## src/sv/arp_responder_with_cache_core_defines.svh

```systemverilog
// ----------------------------------------------------------------------------
// ARP responder assertion macros
// Clocked assertion wrappers used by the top-level core RTL file.
// ----------------------------------------------------------------------------
`ifndef ARP_RESPONDER_WITH_CACHE_CORE_DEFINES_SVH
`define ARP_RESPONDER_WITH_CACHE_CORE_DEFINES_SVH

// Assertion on clk_i, off while rst_ni is low.
`define ARPC_ASSERT(lbl, prop, msg) \
  lbl: assert property (@(posedge clk_i) disable iff (!rst_ni) (prop)) else $error(msg);

// Assertion on clk_i that also holds during reset.
`define ARPC_ASSERT_ALWAYS(lbl, prop, msg) \
  lbl: assert property (@(posedge clk_i) (prop)) else $error(msg);

`endif

```

## src/sv/arpc_pkg.sv

```systemverilog
// ----------------------------------------------------------------------------
// ARP responder package
// Codes, header constants and the token that moves along the cache chain.
// ----------------------------------------------------------------------------
`timescale 1ns / 1ps

package arpc_pkg;

  localparam logic [15:0] MIN_FRAME_LEN   = 16'd42;
  localparam logic [15:0] HW_TYPE_ETH     = 16'h0001;
  localparam logic [15:0] PROTO_TYPE_IPV4 = 16'h0800;
  localparam logic [7:0]  HW_ADDR_LEN     = 8'd6;
  localparam logic [7:0]  PROTO_ADDR_LEN  = 8'd4;
  localparam logic [15:0] OPER_REQUEST    = 16'd1;
  localparam logic [15:0] OPER_REPLY      = 16'd2;
  localparam logic [1:0]  FOP_REQUEST     = 2'd1;
  localparam logic [1:0]  FOP_REPLY       = 2'd2;
  localparam logic [47:0] BCAST_MAC       = 48'hFFFF_FFFF_FFFF;

  localparam int unsigned CFG_IDX_W = 8;
  localparam logic [CFG_IDX_W-1:0] REG_OWN_IP  = 8'd0;
  localparam logic [CFG_IDX_W-1:0] REG_OWN_MAC = 8'd1;

  typedef enum logic [1:0] {
    CMD_RX      = 2'd0,
    CMD_RESOLVE = 2'd1,
    CMD_SEND    = 2'd2
  } cmd_e;

  typedef enum logic [1:0] {
    KIND_NONE    = 2'd0,
    KIND_REPLY   = 2'd1,
    KIND_REQUEST = 2'd2,
    KIND_RESOLVE = 2'd3
  } kind_e;

  typedef enum logic [1:0] {
    OP_NONE   = 2'd0,
    OP_LEARN  = 2'd1,
    OP_LOOKUP = 2'd2
  } cache_op_e;

  typedef struct packed {
    logic        vld;
    cache_op_e   op;
    logic        done;
    logic        hit;
    logic [31:0] ip;
    logic [47:0] mac;
    kind_e       kind;
    logic [47:0] dst_mac;
    logic [1:0]  fop;
    logic [47:0] tgt_mac;
    logic [31:0] tgt_ip;
  } token_t;

endpackage

```

## src/sv/arpc_in_if.sv

```systemverilog
// ----------------------------------------------------------------------------
// ARP input channel
// Valid/ready channel carrying one parsed packet or command word.
// ----------------------------------------------------------------------------
`timescale 1ns / 1ps

interface arpc_in_if;
  logic        valid;
  logic        ready;
  logic [1:0]  cmd;
  logic [15:0] frame_length;
  logic [15:0] hw_type;
  logic [15:0] proto_type;
  logic [7:0]  hw_addr_len;
  logic [7:0]  proto_addr_len;
  logic [15:0] operation;
  logic [47:0] eth_src_mac;
  logic [47:0] sender_mac;
  logic [31:0] sender_ip;
  logic [31:0] target_ip;
  logic [31:0] query_ip;

  modport source (
    output valid, cmd, frame_length, hw_type, proto_type, hw_addr_len,
           proto_addr_len, operation, eth_src_mac, sender_mac, sender_ip,
           target_ip, query_ip,
    input  ready
  );

  modport sink (
    input  valid, cmd, frame_length, hw_type, proto_type, hw_addr_len,
           proto_addr_len, operation, eth_src_mac, sender_mac, sender_ip,
           target_ip, query_ip,
    output ready
  );
endinterface

```

## src/sv/arpc_out_if.sv

```systemverilog
// ----------------------------------------------------------------------------
// ARP result channel
// Valid/ready channel carrying one result word.
// ----------------------------------------------------------------------------
`timescale 1ns / 1ps

interface arpc_out_if;
  logic        valid;
  logic        ready;
  logic [1:0]  result_kind;
  logic [47:0] frame_dst_mac;
  logic [1:0]  frame_operation;
  logic [47:0] frame_target_mac;
  logic [31:0] frame_target_ip;
  logic        hit;
  logic [47:0] resolved_mac;

  modport source (
    output valid, result_kind, frame_dst_mac, frame_operation,
           frame_target_mac, frame_target_ip, hit, resolved_mac,
    input  ready
  );

  modport sink (
    input  valid, result_kind, frame_dst_mac, frame_operation,
           frame_target_mac, frame_target_ip, hit, resolved_mac,
    output ready
  );
endinterface

```

## src/sv/arpc_cfg_if.sv

```systemverilog
// ----------------------------------------------------------------------------
// ARP configuration channel
// Valid/ready register write channel: index and data.
// ----------------------------------------------------------------------------
`timescale 1ns / 1ps

interface arpc_cfg_if;
  logic        valid;
  logic        ready;
  logic [7:0]  index;
  logic [47:0] data;

  modport source (output valid, index, data, input ready);
  modport sink (input valid, index, data, output ready);
endinterface

```

## src/sv/arpc_cell.sv

```systemverilog
// ----------------------------------------------------------------------------
// ARP cache cell
// Holds one binding and processes the token passing through it.
// ----------------------------------------------------------------------------
`timescale 1ns / 1ps

module arpc_cell
  import arpc_pkg::*;
(
  input  logic   clk_i,
  input  logic   rst_ni,
  input  logic   en_i,
  input  token_t tok_i,
  output token_t tok_o,
  output logic   ent_vld_o
);

  token_t      tok_d, tok_q;
  logic        ent_vld_q;
  logic [31:0] ent_ip_q;
  logic [47:0] ent_mac_q;
  logic        wr, fill, match;

  assign match = ent_vld_q && (ent_ip_q == tok_i.ip);

  always_comb begin
    tok_d = tok_i;
    wr    = 1'b0;
    fill  = 1'b0;
    if (tok_i.vld && !tok_i.done) begin
      case (tok_i.op)
        OP_LEARN: begin
          if (match) begin
            wr         = 1'b1;
            tok_d.done = 1'b1;
          end else if (!ent_vld_q) begin
            wr         = 1'b1;
            fill       = 1'b1;
            tok_d.done = 1'b1;
          end
        end
        OP_LOOKUP: begin
          if (match) begin
            tok_d.hit  = 1'b1;
            tok_d.mac  = ent_mac_q;
            tok_d.done = 1'b1;
          end else if (!ent_vld_q) begin
            tok_d.done = 1'b1;
          end
        end
        default: ;
      endcase
    end
  end

  always_ff @(posedge clk_i or negedge rst_ni) begin
    if (!rst_ni) begin
      tok_q     <= '0;
      ent_vld_q <= 1'b0;
    end else if (en_i) begin
      tok_q <= tok_d;
      if (fill) ent_vld_q <= 1'b1;
    end
  end

  always_ff @(posedge clk_i) begin
    if (en_i && wr) begin
      ent_ip_q  <= tok_i.ip;
      ent_mac_q <= tok_i.mac;
    end
  end

  assign tok_o     = tok_q;
  assign ent_vld_o = ent_vld_q;

endmodule

```

## src/sv/arp_responder_with_cache_core.sv

```systemverilog
// ----------------------------------------------------------------------------
// ARP responder with binding cache
// Path: an accepted input word passes through the register of every cache cell, in order, to its result.
// Throughput: one word per cycle; each cell of the cache chain takes one
// word per cycle, and the whole chain holds while a result waits.
// Reset: all entries invalid, own_ip and own_mac zero, no words in flight.
// ----------------------------------------------------------------------------
`timescale 1ns / 1ps
`include "arp_responder_with_cache_core_defines.svh"

module arp_responder_with_cache_core
  import arpc_pkg::*;
#(
  parameter int unsigned CACHE_ENTRIES = 8
) (
  input  logic       clk_i,
  input  logic       rst_ni,
  arpc_in_if.sink    in_i,
  arpc_out_if.source out_o,
  arpc_cfg_if.sink   cfg_i
);

  logic [31:0] own_ip_q;
  logic [47:0] own_mac_q;
  logic        en;
  logic        well_formed;
  token_t      tok_in;
  token_t      tok [CACHE_ENTRIES+1];
  token_t      tok_last;
  logic [CACHE_ENTRIES-1:0] ent_vld;

  // Configuration registers
  assign cfg_i.ready = 1'b1;

  always_ff @(posedge clk_i or negedge rst_ni) begin
    if (!rst_ni) begin
      own_ip_q  <= '0;
      own_mac_q <= '0;
    end else if (cfg_i.valid) begin
      if (cfg_i.index == REG_OWN_IP) own_ip_q <= cfg_i.data[31:0];
      if (cfg_i.index == REG_OWN_MAC) own_mac_q <= cfg_i.data;
    end
  end

  // Advance the chain unless the result word is stalled
  assign en         = !tok_last.vld || out_o.ready;
  assign in_i.ready = en;

  assign well_formed = (in_i.frame_length >= MIN_FRAME_LEN) &&
                       (in_i.hw_type == HW_TYPE_ETH) &&
                       (in_i.proto_type == PROTO_TYPE_IPV4) &&
                       (in_i.hw_addr_len == HW_ADDR_LEN) &&
                       (in_i.proto_addr_len == PROTO_ADDR_LEN);

  always_comb begin
    tok_in     = '0;
    tok_in.vld = in_i.valid;
    case (cmd_e'(in_i.cmd))
      CMD_RX: begin
        if (well_formed) begin
          if (in_i.operation == OPER_REPLY) begin
            tok_in.op  = OP_LEARN;
            tok_in.ip  = in_i.sender_ip;
            tok_in.mac = in_i.sender_mac;
          end else if (in_i.operation == OPER_REQUEST && in_i.target_ip == own_ip_q) begin
            tok_in.kind    = KIND_REPLY;
            tok_in.dst_mac = in_i.eth_src_mac;
            tok_in.fop     = FOP_REPLY;
            tok_in.tgt_mac = in_i.sender_mac;
            tok_in.tgt_ip  = in_i.sender_ip;
          end
        end
      end
      CMD_RESOLVE: begin
        tok_in.op   = OP_LOOKUP;
        tok_in.ip   = in_i.query_ip;
        tok_in.kind = KIND_RESOLVE;
      end
      CMD_SEND: begin
        tok_in.kind    = KIND_REQUEST;
        tok_in.dst_mac = BCAST_MAC;
        tok_in.fop     = FOP_REQUEST;
        tok_in.tgt_ip  = in_i.query_ip;
      end
      default: ;
    endcase
  end

  assign tok[0] = tok_in;

  for (genvar k = 0; k < CACHE_ENTRIES; k++) begin : g_cell
    arpc_cell u_cell (
      .clk_i     (clk_i),
      .rst_ni    (rst_ni),
      .en_i      (en),
      .tok_i     (tok[k]),
      .tok_o     (tok[k+1]),
      .ent_vld_o (ent_vld[k])
    );
  end

  assign tok_last = tok[CACHE_ENTRIES];

  assign out_o.valid            = tok_last.vld;
  assign out_o.result_kind      = tok_last.kind;
  assign out_o.frame_dst_mac    = tok_last.dst_mac;
  assign out_o.frame_operation  = tok_last.fop;
  assign out_o.frame_target_mac = tok_last.tgt_mac;
  assign out_o.frame_target_ip  = tok_last.tgt_ip;
  assign out_o.hit              = tok_last.hit;
  assign out_o.resolved_mac     = (tok_last.op == OP_LOOKUP) ? tok_last.mac : '0;

  // Valid entries always form a block starting at entry zero
  `ARPC_ASSERT_ALWAYS(a_vld_prefix, ((ent_vld + 1'b1) & ent_vld) == '0, "cache entries not contiguous")
  // At most one entry fills per cycle and none is ever dropped
  `ARPC_ASSERT(a_fill_step, 1'b1 |=> ($countones(ent_vld) == $countones($past(ent_vld)) || $countones(ent_vld) == $countones($past(ent_vld)) + 1), "cache fill count jumped")
  // A hit only comes with a resolve answer
  `ARPC_ASSERT(a_hit_kind, out_o.valid && out_o.hit |-> out_o.result_kind == KIND_RESOLVE, "hit on a non-resolve word")

endmodule
```

## src/flat_wrapper.sv

```systemverilog
// flat-port wrapper written by rule: the top's interface ports become plain ports
module arp_responder_with_cache_core_flat import arpc_pkg::*;
#(
  parameter int unsigned CACHE_ENTRIES = 8
)
  (clk_i, rst_ni, in_i_valid, in_i_cmd, in_i_frame_length, in_i_hw_type, in_i_proto_type, in_i_hw_addr_len, in_i_proto_addr_len, in_i_operation, in_i_eth_src_mac, in_i_sender_mac, in_i_sender_ip, in_i_target_ip, in_i_query_ip, in_i_ready, out_o_valid, out_o_result_kind, out_o_frame_dst_mac, out_o_frame_operation, out_o_frame_target_mac, out_o_frame_target_ip, out_o_hit, out_o_resolved_mac, out_o_ready, cfg_i_valid, cfg_i_index, cfg_i_data, cfg_i_ready);
  arpc_in_if in_i_i ();
  arpc_out_if out_o_i ();
  arpc_cfg_if cfg_i_i ();
  input  logic clk_i;
  input  logic rst_ni;
  input wire logic [$bits(in_i_i.valid)-1:0] in_i_valid;
  input wire logic [$bits(in_i_i.cmd)-1:0] in_i_cmd;
  input wire logic [$bits(in_i_i.frame_length)-1:0] in_i_frame_length;
  input wire logic [$bits(in_i_i.hw_type)-1:0] in_i_hw_type;
  input wire logic [$bits(in_i_i.proto_type)-1:0] in_i_proto_type;
  input wire logic [$bits(in_i_i.hw_addr_len)-1:0] in_i_hw_addr_len;
  input wire logic [$bits(in_i_i.proto_addr_len)-1:0] in_i_proto_addr_len;
  input wire logic [$bits(in_i_i.operation)-1:0] in_i_operation;
  input wire logic [$bits(in_i_i.eth_src_mac)-1:0] in_i_eth_src_mac;
  input wire logic [$bits(in_i_i.sender_mac)-1:0] in_i_sender_mac;
  input wire logic [$bits(in_i_i.sender_ip)-1:0] in_i_sender_ip;
  input wire logic [$bits(in_i_i.target_ip)-1:0] in_i_target_ip;
  input wire logic [$bits(in_i_i.query_ip)-1:0] in_i_query_ip;
  output wire logic [$bits(in_i_i.ready)-1:0] in_i_ready;
  output wire logic [$bits(out_o_i.valid)-1:0] out_o_valid;
  output wire logic [$bits(out_o_i.result_kind)-1:0] out_o_result_kind;
  output wire logic [$bits(out_o_i.frame_dst_mac)-1:0] out_o_frame_dst_mac;
  output wire logic [$bits(out_o_i.frame_operation)-1:0] out_o_frame_operation;
  output wire logic [$bits(out_o_i.frame_target_mac)-1:0] out_o_frame_target_mac;
  output wire logic [$bits(out_o_i.frame_target_ip)-1:0] out_o_frame_target_ip;
  output wire logic [$bits(out_o_i.hit)-1:0] out_o_hit;
  output wire logic [$bits(out_o_i.resolved_mac)-1:0] out_o_resolved_mac;
  input wire logic [$bits(out_o_i.ready)-1:0] out_o_ready;
  input wire logic [$bits(cfg_i_i.valid)-1:0] cfg_i_valid;
  input wire logic [$bits(cfg_i_i.index)-1:0] cfg_i_index;
  input wire logic [$bits(cfg_i_i.data)-1:0] cfg_i_data;
  output wire logic [$bits(cfg_i_i.ready)-1:0] cfg_i_ready;
  assign in_i_i.valid = in_i_valid;
  assign in_i_i.cmd = in_i_cmd;
  assign in_i_i.frame_length = in_i_frame_length;
  assign in_i_i.hw_type = in_i_hw_type;
  assign in_i_i.proto_type = in_i_proto_type;
  assign in_i_i.hw_addr_len = in_i_hw_addr_len;
  assign in_i_i.proto_addr_len = in_i_proto_addr_len;
  assign in_i_i.operation = in_i_operation;
  assign in_i_i.eth_src_mac = in_i_eth_src_mac;
  assign in_i_i.sender_mac = in_i_sender_mac;
  assign in_i_i.sender_ip = in_i_sender_ip;
  assign in_i_i.target_ip = in_i_target_ip;
  assign in_i_i.query_ip = in_i_query_ip;
  assign in_i_ready = in_i_i.ready;
  assign out_o_valid = out_o_i.valid;
  assign out_o_result_kind = out_o_i.result_kind;
  assign out_o_frame_dst_mac = out_o_i.frame_dst_mac;
  assign out_o_frame_operation = out_o_i.frame_operation;
  assign out_o_frame_target_mac = out_o_i.frame_target_mac;
  assign out_o_frame_target_ip = out_o_i.frame_target_ip;
  assign out_o_hit = out_o_i.hit;
  assign out_o_resolved_mac = out_o_i.resolved_mac;
  assign out_o_i.ready = out_o_ready;
  assign cfg_i_i.valid = cfg_i_valid;
  assign cfg_i_i.index = cfg_i_index;
  assign cfg_i_i.data = cfg_i_data;
  assign cfg_i_ready = cfg_i_i.ready;
  arp_responder_with_cache_core #(.CACHE_ENTRIES(CACHE_ENTRIES)) u_core (.clk_i(clk_i), .rst_ni(rst_ni), .in_i(in_i_i), .out_o(out_o_i), .cfg_i(cfg_i_i));
endmodule
```

## config.mk

```make
export PLATFORM = sky130hd
export DESIGN_NAME = arp_responder_with_cache_core_flat
export DESIGN_NICKNAME = d
export VERILOG_FILES = /design/src/sv/arpc_pkg.sv /design/src/sv/arpc_in_if.sv /design/src/sv/arpc_out_if.sv /design/src/sv/arpc_cfg_if.sv /design/src/sv/arpc_cell.sv /design/src/sv/arp_responder_with_cache_core.sv /design/src/flat_wrapper.sv
export VERILOG_INCLUDE_DIRS = /design/src /design/src/sv
export SDC_FILE = /design/constraint.sdc
export NUM_CORES = 2
export LEC_CHECK = 0
export BUFFER_PORTS_ARGS = -buffer_cell sky130_fd_sc_hd__buf_2
export CORE_MARGIN = 2
export CORE_UTILIZATION = 65
export CTS_CLUSTER_SIZE = 40
export DETAILED_ROUTE_END_ITERATION = 12
export PLACE_DENSITY = 0.95
export SYNTH_ARGS = -nofsm -noshare
export SYNTH_HDL_FRONTEND = slang
export SYNTH_HIERARCHICAL = 1
export SYNTH_SLANG_ARGS = --single-unit
```

## constraint.sdc

```tcl
create_clock -name clk_i -period 11.2 [get_ports clk_i]
set_input_delay 1.12 -clock clk_i [delete_from_list [all_inputs] [get_ports clk_i]]
set_output_delay 1.12 -clock clk_i [all_outputs]
set_load 0.05 [all_outputs]
```

# After elaboration in Yosys (flattened, before gate mapping)
# Cells that the tools add are included.
word_totals:
  regBits: 2383
  inputBits: 335
  output_inout_bits: 184
  word_cells: 338
op_classes:
  n_lt_le_gt_ge: 1
  eq_ne: 34
  mux: 137
  n_reduce_logical: 55
op_table:
  columns: ["operator", "n"]
  rows:
  - ["48-bit 2-to-1 mux", 27]
  - ["32-bit equality test", 9]
  - ["131-bit 2-to-1 mux", 2]
  - ["212-bit 2-to-1 mux", 1]
  - ["32-bit case mux with 2 select lines", 2]
  - ["50-bit case mux with 2 select lines", 1]
  - ["1-bit 2-to-1 mux", 93]
  - ["80-bit 2-to-1 mux", 1]
  - ["16-bit by 1-bit equality test with 1-bit output (second input constant)", 2]
  - ["1-bit logical AND", 28]
  - ["2-bit equality test (second input constant)", 10]
  - ["2-bit by 1-bit equality test with 1-bit output (second input constant)", 9]
  - ["2-bit AND reduction", 9]
  - ["16-bit by 12-bit equality test with 1-bit output (second input constant)", 1]
  - ["16-bit by 2-bit equality test with 1-bit output (second input constant)", 1]
  - ["8-bit by 3-bit equality test with 1-bit output (second input constant)", 2]
  - ["16-bit by 6-bit greater-or-equal comparator with 1-bit output (second input constant)", 1]
  - ["2-bit 2-to-1 mux", 8]
  - ["2-bit OR reduction", 7]
  - ["1-bit zero test", 8]
  - ["8-bit zero test", 1]
  - ["2-bit case mux with 3 select lines", 1]
  - ["2-bit case mux with 2 select lines", 1]
  - ["2-bit zero test", 1]
  - ["1-bit logical OR", 1]

# Logic depth before layout (Yosys ltp)
logic_depth:
  word_depth: 13
  depth_mapped: 16
  ltp_nobuf: 12

# Hierarchy
# The synthesis kept the hierarchy.
by_module_without_submodules:
  columns: ["module", "n_inst", "cells_each", "area_each_um2", "seq_area_each_um2"]
  rows:
  - ["arpc_cell", 8, 835, 11908.9, 7857.5]
  - ["arp_responder_with_cache_core", 1, 543, 4220.3, 800.8]

# Worst setup path after synthesis
# OpenSTA, ideal clock, no wires.
synth_timing:
  path_type: "in2reg"
  startpoint: "input in_i_frame_length[15]"
  endpoint: "register u_core.g_cell[0].u_cell.ent_ip_q[0] (enable)"
  setup_time_ns: 0.519
  arrival_time_ns: 7.267
  required_time_ns: 10.681
  setup_slack_ns: 3.414
  cell_stages: 14
  n_path_buf: 4
  cell_sequence: "or4_4 nor4_4 a211oi_1 and4b_1 buf_6 buf_6 a22o_1 xor2_1 nor4_1 nand4_1 buf_2 clkbuf_1 o21a_1 nor2_1"
synth_lines:
  columns: ["item", "line_no", "source"]
  rows:
  - ["start: declaration", "flat_wrapper.sv:14", "input wire logic [$bits(in_i_i.frame_length)-1:0] in_i_frame_length;"]
  - ["end signal: assignment", "arpc_cell.sv:68", "ent_ip_q <= tok_i.ip;"]
  - ["end: declaration", "arpc_cell.sv:20", "logic [31:0] ent_ip_q;"]

==> metrics <==
Die X 393 microns; reg2reg setup slack 6590 ps; Reg clk slew, reported paths 60 ps; Max Cap Viol 0; most used cell, CP buf_4; Std-Cell Rows 142; die area 154000 sq um; gr busiest metal met2; CTS Sinks 2383; Post-Syn Area 98300 sq um; Synth warnings 6; NumNets Final 7710; Top Ports 519; DRT iter0 DRCs 9223; Post-CTS Resized 0; layout cells sized above 1 0.301; Worst path depth 16; synth-to-layout area growth 11.2%; Sw Ratio 0.323; CTS tree done; Total Wirelength 257000 microns; wire length per cell 26.8 microns; Worst Reg-to-Reg Cells 5; Final Non-Filler Cells 9606; ANT nets after route 0; slowest stage delay, CP 820 ps; Arrival @ worst endpoint 7560 ps; kind of critical path input port to flop; total CTS buffers 217; GRT Overall Usage 0.326; core area 150000 sq um; worst-margin pin slew 1290 ps; r2r endpoint u_core/g_cell[0].u_cell/tok_o[41]$_DFFE_PN0P_; Leak 47.2 nW; CP Max Fanout 98; Initial Util 0.655; hold_buf cts 0; DP HPWL 137000 microns; fin crit period 7110 ps; Post-CTS Setup Bufs 0; data required time of the critical path 11660 ps; Clock Latency Late Sink 880 ps; met2 Usage GRT 0.529; Int Pwr 17.3 mW; Seq pwr share 0.493; Synth Instances 7154; GP Congestion 0.892; initial antenna violation count 43; fillers 8062; Logic pwr share 0.205; Worst VDD drop 225 uV; switching power 8.25 mW; crit path launch type input port; clk_skew 54.2 ps; reg-to-reg startpoint u_core/g_cell[7].u_cell/tok_o[216]$_DFFE_PN0P_; Placed Instances 9152; status complete, no violations; first-pass GRT wire length 392000 microns; cells along the critical path buf_2 > inv_1 > ha_1 > nor4b_1 > nand4_1 > nor2_1 > and4b_2 > buf_4 > a22o_1 > xor2_1 > nor4_1 > nand4_1 > buf_4 > o21a_1 > nor2_4 > buf_4; deepest clock path buffer count 3; die height 393 microns; met3 Use GR 0.0634; CTS root buf clkbuf_16; via count 65100; relative slew slack 0.140; global route overflow 0; FMAX 141 MHz; Final Hold Fails 0; Pre-antenna DRT Iters 8; Setup TNS Final 0 ps; pwr dens 233 nW/um^2; final-report max-slew violation count 0; IO buf count 500; number of global-route vias before repair 65500; syn avg cell area 13.7 sq um; nature of the critical path endpoint flop; vias per inst 6.77; clock share of power 0.302; Worst path slowest cell nor2_4; DR DRC count 0; GR Util met1 0.430; # setup viols final 0; RSZ-0062 raised after global routing false; final worst-path cycle share 0.634; critical path's top delay family simple AND/OR/NAND/NOR gates; H-Tree Depth 4; HP Class input port to asynchronous set/reset pin; pin count of the biggest net entering global routing 205; Bufs and invs on worst path 5
==> layer usage <==
| layer | wire [microns] | vias to the layer above |
|---|---|---|
| li1 | - | 27100 |
| met1 | 93600 | 32700 |
| met2 | 126000 | 4217 |
| met3 | 23100 | 1032 |
| met4 | 14600 | 14 |
| met5 | 96 | - |
==> flip-flops by register name, summed over array words and instances (netlist names) <==
register	cells
u_core/g_cell.u_cell/ent_ip_q	256
u_core/g_cell.u_cell/ent_mac_q	384
u_core/g_cell.u_cell/ent_vld_o	8
u_core/g_cell.u_cell/tok_o	1703
u_core/own_ip_q	32
==> area by class of cell <==
type                            count  area, sq um  area share
Clock inverter                     81         1090     0.00996
Multi-Input combinational cell   4083        32800       0.300
Antenna cell                       45          113     0.00103
Sequential cell                  2383        62800       0.575
Inverter                           74          278     0.00254
Timing Repair Buffer              597         3340      0.0306
Tap cell                         2016         2520      0.0231
Clock buffer                      327         6300      0.0577
==> worst max path at each step <==
stage | startpoint | to | slack, ps
5_1_grt | in_i_cmd[0] | u_core/g_cell[0].u_cell/ent_mac_q[6]$_DFFE_PP_ | 3990
2_1_floorplan | in_i_frame_length[15] | u_core/g_cell[0].u_cell/ent_ip_q[0]$_DFFE_PP_ | 3410
6_report | in_i_cmd[0] | u_core/g_cell[0].u_cell/ent_mac_q[6]$_DFFE_PP_ | 4090
4_1_cts | in_i_proto_type[9] | u_core/g_cell[0].u_cell/ent_mac_q[6]$_DFFE_PP_ | 4600
3_3_place_gp | in_i_proto_type[9] | u_core/g_cell[0].u_cell/ent_mac_q[19]$_DFFE_PP_ | 4070
3_5_place_dp | in_i_proto_type[9] | u_core/g_cell[0].u_cell/ent_mac_q[19]$_DFFE_PP_ | 3990
==> worst reg2reg max path, delay by kind of cell, from the launching register on <==
kind,cells,cell delay (ps)
buffers and inverters,3,2870
DFF,1,410
muxes,1,550
and+or+nand+nor,1,620
==> cells in the final DEF, fill, tap and decap left out, types with 32 or more instances in the layout <==
master and count:
a21o_1 48, a22o_1 63, a31oi_1 384, and2_1 56, buf_2 499, buf_4 89
clkbuf_1 65, clkbuf_16 218, clkbuf_8 44, dfrtp_1 1743, diode_2 45, edfxtp_1 640
inv_1 74, mux2_2 1329, nand3_1 378, nand4_1 46, nor2_1 386, nor3_1 109
nor4_1 89, o31ai_1 391, or4_1 385, xnor2_1 32, xor2_1 256
==> power groups by stage <==
stage	Combinational (mW)	Sequential, mW	Clock (mW)
2_1_floorplan	3.31	12.4	0
3_3_place_gp	4.65	12.2	0
3_5_place_dp	4.95	12.4	0
4_1_cts	5.18	12.5	7.71
5_1_grt	5.54	12.7	8.08
6_report	5.24	12.6	7.70
==> per-stage QoR <==
stage	power (mW)	hold slack, ps	utilization	worst slack, ps	instance area, sq um
after floorplan	15.7	448	-	3410	98300
after global placement	16.9	457	0.679	4070	102000
after detailed placement	17.4	454	0.679	3990	102000
after CTS	25.3	265	0.728	4600	109000
after global routing	26.3	274	0.729	3990	109000
final	25.5	205	0.729	4090	109000
No activity file was read; power rests on OpenSTA's default activity.
